File: config.mk
export PLATFORM = sky130hd
export DESIGN_NAME = ift_lru_ages
export DESIGN_NICKNAME = d
export VERILOG_FILES = /design/src/hw/rtl/ift_pkg.sv /design/src/hw/rtl/ift_lru_ages.sv
export SDC_FILE = /design/constraint.sdc
export NUM_CORES = 1
export LEC_CHECK = 0
export BUFFER_PORTS_ARGS = -buffer_cell sky130_fd_sc_hd__buf_2
export CAP_MARGIN = 30
export CORE_MARGIN = 10
export CORE_UTILIZATION = 60
export CTS_CLUSTER_DIAMETER = 40
export DETAILED_ROUTE_END_ITERATION = 6
export PLACE_DENSITY = 0.82
export SETUP_SLACK_MARGIN = 0.4
export SLEW_MARGIN = 25
export SYNTH_ARGS = -nofsm -noshare
export SYNTH_HDL_FRONTEND = slang
export SYNTH_SLANG_ARGS = --single-unit
File: constraint.sdc
create_clock -name clk -period 3 [get_ports clk]
set_input_delay 0.15 -clock clk [delete_from_list [all_inputs] [get_ports clk]]
set_output_delay 0.15 -clock clk [all_outputs]
set_load 0.02 [all_outputs]
File: src/hw/rtl/ift_pkg.sv
// ----------------------------------------------------------------------------
// ift_pkg
// Types, codes and constants of the IPv4 fragment tracker.
// ----------------------------------------------------------------------------
package ift_pkg;

    typedef struct packed {
        logic        is_ipv4;
        logic [3:0]  header_words;
        logic [15:0] frag_ctrl;
        logic [15:0] ident;
        logic [7:0]  protocol;
        logic [31:0] src_addr;
        logic [31:0] dst_addr;
        logic [15:0] packet_length;
        logic [63:0] now_ns;
    } hdr_t;

    typedef struct packed {
        logic        kind;
        logic [2:0]  status;
        logic        complete;
        logic [31:0] buffer_id;
        logic [15:0] offset_bytes;
        logic [15:0] data_size;
        logic [4:0]  fragment_total;
        logic [16:0] reassembled_len;
        logic [31:0] alert_src;
        logic [31:0] alert_dst;
        logic [7:0]  alert_protocol;
        logic        last;
    } result_t;

    typedef struct packed {
        logic [31:0] src;
        logic [31:0] dst;
        logic [15:0] ident;
        logic [7:0]  proto;
    } stream_key_t;

    typedef struct packed {
        logic [31:0] buffer_id;
        logic [15:0] offset_bytes;
        logic [15:0] data_size;
    } frag_rec_t;

    typedef enum logic [2:0] {
        S_IDLE,
        S_PLAIN,
        S_HASH,
        S_SCAN_RD,
        S_SCAN_CMP,
        S_COMMIT,
        S_FLUSH_RD,
        S_FLUSH_OUT
    } fsm_t;

    typedef enum logic [1:0] {
        AGE_NONE,
        AGE_TOUCH,
        AGE_FLUSH
    } age_op_t;

    localparam int          CFG_IDX_W      = 1;
    localparam logic        CFG_TIMEOUT    = 1'b0;
    localparam logic        CFG_MAX_FRAG   = 1'b1;

    localparam logic [2:0]  STAT_NOT_FRAG  = 3'd0;
    localparam logic [2:0]  STAT_NEW       = 3'd1;
    localparam logic [2:0]  STAT_APPEND    = 3'd2;
    localparam logic [2:0]  STAT_FULL      = 3'd3;
    localparam logic [2:0]  STAT_TIMEOUT   = 3'd4;

    localparam logic        KIND_VERDICT   = 1'b0;
    localparam logic        KIND_RELEASE   = 1'b1;

    localparam logic [63:0] TIMEOUT_RESET  = 64'd30000000000;
    localparam logic [15:0] MAX_FRAG_RESET = 16'hFFFF;
    localparam logic [31:0] HASH_MULT      = 32'h045D9F3B;
    localparam int          MF_BIT         = 13;

    // Stream hash: rotated addresses, multiplied ident and shifted protocol.
    function automatic logic [31:0] stream_hash(input hdr_t h);
        logic [31:0] prod;
        prod = 32'({16'h0000, h.ident} * HASH_MULT);
        return {h.src_addr[16:0], h.src_addr[31:17]}
             ^ {h.dst_addr[24:0], h.dst_addr[31:25]}
             ^ prod
             ^ {8'h00, h.protocol, 16'h0000};
    endfunction

endpackage

File: src/hw/rtl/ift_lru_ages.sv
// ----------------------------------------------------------------------------
// ift_lru_ages
// Valid bits and LRU ages of the stream table.
// ----------------------------------------------------------------------------
module ift_lru_ages #(
    parameter int ENTRIES = 16,
    parameter int IW      = 4,
    parameter int AW      = 5
) (
    input  logic                        clk,
    input  logic                        rst_n,
    input  ift_pkg::age_op_t            op,
    input  logic [IW-1:0]               idx,
    input  logic [AW-1:0]               ref_age,
    output logic [ENTRIES-1:0]          valid,
    output logic [ENTRIES-1:0][AW-1:0]  ages
);
    import ift_pkg::*;

    logic [ENTRIES-1:0]         valid_reg, valid_next;
    logic [ENTRIES-1:0][AW-1:0] age_reg, age_next;

    always_comb
    begin
        valid_next = valid_reg;
        age_next   = age_reg;
        for (int i = 0; i < ENTRIES; i++)
        begin
            unique case (op)
                AGE_TOUCH:
                begin
                    if (i == int'(idx))
                    begin
                        valid_next[i] = 1'b1;
                        age_next[i]   = '0;
                    end
                    else if (valid_reg[i] && age_reg[i] < ref_age)
                    begin
                        age_next[i] = age_reg[i] + AW'(1);
                    end
                end
                // touch followed by release of the entry, in one step
                AGE_FLUSH:
                begin
                    if (i == int'(idx))
                    begin
                        valid_next[i] = 1'b0;
                        age_next[i]   = '0;
                    end
                    else if (valid_reg[i] && age_reg[i] >= ref_age && age_reg[i] != '0)
                    begin
                        age_next[i] = age_reg[i] - AW'(1);
                    end
                end
                default:
                begin
                end
            endcase
        end
    end

    always_ff @(posedge clk or negedge rst_n)
    begin
        if (!rst_n)
        begin
            valid_reg <= '0;
            age_reg   <= '0;
        end
        else
        begin
            valid_reg <= valid_next;
            age_reg   <= age_next;
        end
    end

    assign valid = valid_reg;
    assign ages  = age_reg;

endmodule

== Word-level counts from Yosys, hierarchy flattened ==
Cells that the tools add are included.

* Flip-flop bits (word level): 96
* Input bits: 13
* Output and inout port bits: 96
* Word-level logic and storage cells: 403

* Add/sub/neg operators: 32
* $lt $le $gt $ge: 32
* Eq/ne operators: 81
* Multiplexer cells: 128
* Reduce and logical (&&, ||, !) cells: 98

{| class="wikitable"
|+ Operators with widths
! kind !! count
|-
| $mux W5 || 64
|-
| $pmux W5 S2 || 16
|-
| $ne A3 B3 Y1 const B || 32
|-
| $reduce_and A3 Y1 || 32
|-
| $add A5 B1 Y5 const B || 16
|-
| $ge A5 B5 Y1 || 16
|-
| $lt A5 B5 Y1 || 16
|-
| $reduce_bool A5 Y1 || 16
|-
| $sub A5 B1 Y5 const B || 16
|-
| $ne A2 B2 Y1 const B || 32
|-
| $logic_and A1 B1 Y1 || 48
|-
| $eq A4 B4 Y1 const A || 8
|-
| $mux W1 || 32
|-
| $pmux W1 S2 || 16
|-
| $eq A3 B4 Y1 const A || 4
|-
| $eq A2 B4 Y1 const A || 2
|-
| $eq A1 B4 Y1 const A || 1
|-
| $logic_not A4 Y1 || 1
|-
| $eq A2 B1 Y1 const B || 1
|-
| $eq A2 B2 Y1 const B || 1
|-
| $reduce_bool A2 Y1 || 1
|}

== Depth between registers and ports, before layout ==
Gate-level depths: netlist of the first run.

* Word-level depth: 6
* Mapped depth: 11

== Worst setup path before layout of the first run ==
Ideal clock, no wire load.

* Path type: reg2reg
* Start point: register age_reg (netlist bit ages[0])
* End point: register age_reg (netlist bit ages[0])
* Setup time: 0.125 ns
* Arrival time: 2.301 ns
* Data required time: 2.875 ns
* Setup slack: 0.574 ns
* Stages on the path, launching flop included: 10
* Buffers on the path: 1
* Cells stage by stage: dfrtp_1 inv_1 ha_1 nand2b_1 a21oi_1 o21ai_0 a211oi_1 or2_2 clkbuf_1 mux2_2

* Longest elaborated chain between the ends: 5
* Elaborated cells on any way between the ends: 16
* Those cells by class: add/sub (2); order compare (2); eq/ne (2); mux (5); reduce/logical (5)

{| class="wikitable"
|+ Ends and longest elaborated chain
! what !! RTL line !! text
|-
| start, declared || ift_lru_ages.sv:21 || <nowiki>logic [ENTRIES-1:0][AW-1:0] age_reg, age_next;</nowiki>
|-
| start signal, assigned || ift_lru_ages.sv:72 || <nowiki>age_reg <= age_next;</nowiki>
|-
| $ge A5 B5 Y1 || ift_lru_ages.sv:50 || <nowiki>else if (valid_reg[i] && age_reg[i] >= ref_age && age_reg[i] != '0)</nowiki>
|-
| $logic_and A1 B1 Y1 (2 in a row) || ift_lru_ages.sv:50 ||
|-
| $ne A3 B3 Y1 (no line) || - ||
|-
| $reduce_and A3 Y1 (no line) || - ||
|}

Parallel ways exist; a longest one is shown, timed or not. The select of a mux whose other input is x is not followed.
A chain may end at the register's enable or synchronous reset.

== Final worst setup path of the first run ==
* Start point: register age_reg (netlist bit ages[28])
* End point: register age_reg (netlist bit ages[29])

The elaborated chain is that of the path after synthesis.

==> results.yml, run 1 <==
outcome:
  outcome: "completed"
sta:
  post-route-period-util_pct: 81.8
  tightest_slew_ns: 0.910
  drv_slew: 0
  rsz0062_at_grt: "no"
  finalHoldViolations: 0
  timing.setup.tns_ns: 0
  max_freq_mhz: 407
  setup_violations: 0
  skew_ns: 0.00709
  period_needed_ns: 2.45
  relSlewSlack_pct: 39.3
  worst_hold_slack_ns: 0.393
cells_and_area:
  regArea_mm2: 0.00240
  instances_no_fill: 1285
  final_area_mm2: 0.00995
  antennaDiodeCount: 0
  fin_nets: 1239
  n_fill_cell: 1166
  multiInputGateArea_mm2: 0.00607
  drive_above_1_share_pct: 17.8
  largest_register_ffs: 80
  layout_commonest_cell: "ha_1"
  mostFrequentLayoutCells: "129 x ha_1, 107 x buf_2, 96 x dfrtp_1"
  syn_to_final_growth_pct: 12.7
global_route:
  grt_pass1_wl_um: 40500
  grt_antenna_before_repair: 0
  overflow: 0
  grt_pass1_vias: 8074
  track_usage_pct: 24.0
  grt_max_degree: 65
power:
  p_leak_nw: 4.58
  ir_drop_uv: 517
  powerDensity_mw_per_mm2: 921
yosys:
  ys_warn_count: 0
  ys_types: 55
  synth-seq-cells: 96
  ys.flop_type: "dfrtp_1"
  synth_top_area_share_pct: 27.2
  postSynthCellCount: 992
  synth_area_leader_cell: "dfrtp_1"
  ys_seq_area_share_pct: 27.2
  synth_edf_count: 0
  synth.net_count: 1135
  syn-cell-area_mm2: 0.00883
  synthArstFlopShare_pct: 100
  ys_top_cells_by_area: "dfrtp_1 27%, ha_1 18%, o21ai_0 5.1%"
  syn_avg_cell_area_um2: 8.90
setup_path:
  crit_path_start_kind: "flip-flop"
  critical-path-slowest-cell: "dfrtp_1"
  critPathKind: "flip-flop to flip-flop"
  crit_family: "compound AO/OA/AOI/OAI gates"
  arrival_ns: 2.70
  crit_buf_inv: 0
  r2r-end: "ages[29]$_DFFE_PN0P_"
  worstPathRequired_ns: 3.24
  path_max_fanout: 7
  crit_chain: "ha_1 -> a21o_1 -> a21oi_1 -> a311oi_1 -> or2_2 -> or2_2 -> o41ai_1"
  path_depth: 7
  rr_worst_depth: 7
  r2r_slack_ns: 0.55
  cpMostUsedCell: "or2_2"
  r2r-start: "ages[28]$_DFFE_PN0P_"
  cp-end-kind: "flip-flop"
  critical_path.max_stage_delay_ns: 0.46
die:
  start_util_pct: 61.0
  dieArea_mm2: 0.0200
  core_area_mm2: 0.0145
  placementRows: 44
  ios: 109
  dieHeight_um: 141
  die_w_um: 141
routing:
  ant_nets: 0
  vias_per_cell: 6.53
  top_layer: "met4"
  routed_wirelength_um: 24500
  met2_length_um: 11700
  met1_length_um: 10500
  drt_iter0_markers: 550
  drc_errors: 0
  firstDrtPassIters: 5
  via_count: 8390
  wire_per_inst_um: 19.1
  dr_wl_met3_um: 1790
cts:
  clockBufferDepth: 2
  numClockSinks: 96
  cts_max_level: 3
  cts.clk_slew.worst_paths_ns: 0.07
  cts_buffers: 9
  cts_tree: "built"
  cts-root-buf: "clkbuf_16"
  clock_latency_ns: 0.36
placement:
  numPortBuffers: 108
  place_inst: 1268
  routabilityCongestion: 0.892
  hpwl_um: 17200
  placed_area_mm2: 0.00962
run:
  timing.max_cap.violations: 0
worst_hold_path:
  hp-class: "primary input to async pin"
## cell usage after synthesis (7+ instances only)
library cell / n
nor3_1: 19
or3_1: 22
xnor2_1: 9
ha_1: 130
buf_2: 8
mux2i_1: 20
clkbuf_1: 22
a211oi_1: 8
xor2_1: 7
nor4b_1: 10
nand2b_1: 33
nand2_1: 54
or4b_2: 12
or2_2: 15
o21ai_0: 90
a21oi_1: 30
a311oi_1: 19
or2_1: 7
o21bai_1: 14
and2_1: 22
inv_1: 55
a21o_1: 28
dfrtp_1: 96
nor2_1: 31
mux2_2: 7
nor2b_1: 34
o31ai_1: 36
o2111ai_1: 7
o41ai_1: 34
a31oi_1: 33
nand3_1: 13
nor4_1: 13
## power by group
| part | switching (mW) | internal (mW) |
|---|---|---|
| registers | 0.924 | 1.82 |
| logic | 2.98 | 2.23 |
| clock network | 0.532 | 0.665 |
| total | 4.44 | 4.72 |
## worst max path at each step
| stage | startpoint | slack (ns) | to |
|---|---|---|---|
| CTS | ages[75]$_DFFE_PN0P_ | 0.53 | ages[75]$_DFFE_PN0P_ |
| finish | ages[28]$_DFFE_PN0P_ | 0.55 | ages[29]$_DFFE_PN0P_ |
| global placement | ref_age[3] | 0.58 | ages[28]$_DFFE_PN0P_ |
| global route | ages[28]$_DFFE_PN0P_ | 0.46 | ages[29]$_DFFE_PN0P_ |
| detailed placement | ref_age[3] | 0.47 | ages[29]$_DFFE_PN0P_ |
| floorplan | ages[0]$_DFFE_PN0P_ | 0.57 | ages[0]$_DFFE_PN0P_ |
## stage by stage
step                      setup WS [ns]  power (mW)  utilization (%)
after floorplan                   0.574        6.35                -
after global placement            0.580        7.74             66.4
after detailed placement          0.470        7.89             66.4
after CTS                         0.534        9.13             68.6
after global routing              0.464        9.96             68.7
final                             0.545        9.16             68.7
## final cells by class
type / count / share of cell area [%]
tap: 184 / 2.31
multi-input combinational: 803 / 61.0
clock buffer: 10 / 2.40
inverter: 56 / 2.11
sequential: 96 / 24.1
clock inverter: 6 / 0.591
timing repair buffer: 130 / 7.39
## per-layer routing
metal	vias to the layer above	GRT usage (%)
li1	3978	-
met1	4051	30.6
met2	328	39.8
met3	33	4.11
met4	0	9.18
met5	-	0
## kinds of logic (layout without fill, tap and decap cells)
family | Yosys count | count (layout) | synth area share, %
XOR/XNOR | 16 | 16 | 1.59
multiplexers | 30 | 30 | 3.54
adder cells (fa/ha/maj) | 130 | 130 | 18.4
buffers and inverters | 93 | 202 | 4.29
AND/OR/NAND/NOR | 303 | 303 | 19.8
AO/OA/AOI/OAI | 324 | 324 | 25.1
flip-flops | 96 | 96 | 27.2
## what timing repair did
action | CTS | global route
hold buffers | 1 | 0
gates resized for setup | 0 | 4
endpoints found under the hold margin | 52 | 0
buffers inserted | 0 | 0
setup endpoints to repair | 0 | 8
No activity file was read; power rests on OpenSTA's default activity.
==> run 2, diff against run 1 <==
Clock period 3 ns to 2.5 ns, I/O delays scaled along.
==> run 2 against run 1 <==
  * Sequential power increased by 22%
  * First-iteration DRC count grew 99%
  * Clock skew grew 0.0032 ns
  * Power grew 59%
  * Sequential share of layout area down 4.0 points
  * Flip-flop and latch count stayed put
  * Wire length is 41% higher
  * Clock power up 32%
  * Largest cell class unchanged
==> results.yml, run 2 (synthesis gave the netlist of run 1 again) <==
cts:
  cts_tree: "built"
  clock_latency_ns: 0.37
  cts-root-buf: "clkbuf_16"
  cts_max_level: 3
  cts_buffers: 9
  clockBufferDepth: 2
  cts.clk_slew.worst_paths_ns: 0.07
  numClockSinks: 96
sta:
  post-route-period-util_pct: 95.2
  timing.setup.tns_ns: 0
  skew_ns: 0.0103
  period_needed_ns: 2.38
  relSlewSlack_pct: 45.9
  setup_violations: 0
  drv_slew: 0
  max_freq_mhz: 420
  rsz0062_at_grt: "yes"
  finalHoldViolations: 0
  tightest_slew_ns: 0.808
  fin_ws_ns: 0.121
placement:
  numPortBuffers: 108
  routabilityCongestion: 0.897
  hpwl_um: 18300
  place_ws_ns: 0.144
setup_path:
  cp-end-kind: "flip-flop"
  critPathKind: "flip-flop to flip-flop"
  path_max_fanout: 5
  crit_path_start_kind: "flip-flop"
  worstPathRequired_ns: 2.73
  arrival_ns: 2.61
outcome:
  outcome: "completed"
global_route:
  grt_antenna_before_repair: 0
  grt_pass1_vias: 8595
  overflow: 0
  grt_max_degree: 53
  track_usage_pct: 26.3
  grt_pass1_wl_um: 43800
die:
  start_util_pct: 61.0
  placementRows: 44
  dieArea_mm2: 0.0200
  ios: 109
  die_w_um: 141
  core_area_mm2: 0.0145
  dieHeight_um: 141
routing:
  wire_per_inst_um: 24.6
  routed_wirelength_um: 34600
  dr_wl_met3_um: 3950
  via_count: 10000
  drc_errors: 0
  met2_length_um: 16400
  vias_per_cell: 7.14
  ant_nets: 0
  top_layer: "met4"
  met1_length_um: 12400
  drt_iter0_markers: 1095
  firstDrtPassIters: 7
power:
  p_leak_nw: 5.35
  p_sw_mw: 7.09
  intPower_mw: 7.51
  p_seq_share_pct: 22.9
  powerDensity_mw_per_mm2: 1190
  power_frac_clock_pct: 10.8
  swShare_pct: 48.6
  comb_power_share_pct: 66.2
  ir_drop_uv: 690
cells_and_area:
  largest_register_ffs: 80
  layout_commonest_cell: "buf_4"
  antennaDiodeCount: 0
  syn_to_final_growth_pct: 39.5
  drive_above_1_share_pct: 44.3
  fin_nets: 1359
  mostFrequentLayoutCells: "134 x buf_4, 107 x buf_2, 99 x ha_1"
worst_hold_path:
  hp-class: "primary input to async pin"
run:
  timing.max_cap.violations: 0
[run 2: metal layers]
| layer | global-route usage [%] | up-vias |
|---|---|---|
| met3 | 4.24 | 212 |
| met4 | 10.7 | 0 |
| met2 | 43.9 | 844 |
| met5 | 0 | - |
| li1 | - | 4213 |
| met1 | 33.0 | 4767 |
[run 2: layout make-up]
cell class | count | area (um^2)
clock inverter | 3 | 65.1
tap | 184 | 230
sequential | 96 | 2480
inverter | 56 | 233
timing repair buffer | 250 | 1690
multi-input combinational | 803 | 7360
fill | 703 | 2170
clock buffer | 13 | 250
[run 2: timing repair]
action,in CTS,in global routing
hold buffers,1,0
setup buffers,34,75
pin swaps,21,70
endpoints found under the setup margin,64,71
gates resized for setup,53,151
endpoints found under the hold margin,35,0
[run 2: worst max-delay path: stages, from the launching register on]
cell and delay (ns):
dfrtp_2 0.45, ha_1 0.19, a21o_1 0.21, a21oi_2 0.19
a31oi_2 0.16, or2_4 0.30, or2_4 0.30, o41ai_2 0.45
[run 2: worst paths after layout]
check	from	to	slack, ns	cells past startpoint
max in group asynchronous	rst_n	ages[1]$_DFFE_PN0P_	1.46	3
min	rst_n	ages[41]$_DFFE_PN0P_	0.28	2
min in group clk	idx[2]	valid[8]$_DFFE_PN0P_	0.38	4
max reg2reg	ages[37]$_DFFE_PN0P_	ages[37]$_DFFE_PN0P_	0.12	7
max	ages[37]$_DFFE_PN0P_	ages[37]$_DFFE_PN0P_	0.12	7
min reg2reg	ages[29]$_DFFE_PN0P_	ages[29]$_DFFE_PN0P_	0.55	1
[run 2: power groups by stage]
stage                     Clock [mW]  Combinational (mW)  Sequential, mW
after CTS                       1.54                7.29            3.26
after detailed placement           0                6.56            3.40
final                           1.58                9.67            3.35
after global routing            1.61                10.3            3.40
after floorplan                    0                4.12            3.86
after global placement             0                6.32            3.38
[run 2: through the flow]
step	cells	util [%]	total power, mW	instance area [um^2]	hold WS, ns
2_1_floorplan	992	-	7.98	9200	-0.171
3_3_place_gp	1279	69.9	9.69	10100	0.135
3_5_place_dp	1279	69.9	9.96	10100	0.136
4_1_cts	1330	75.6	12.1	11000	0.322
5_1_grt	1405	85.0	15.3	12300	0.327
6_report	1405	85.0	14.6	12300	0.280
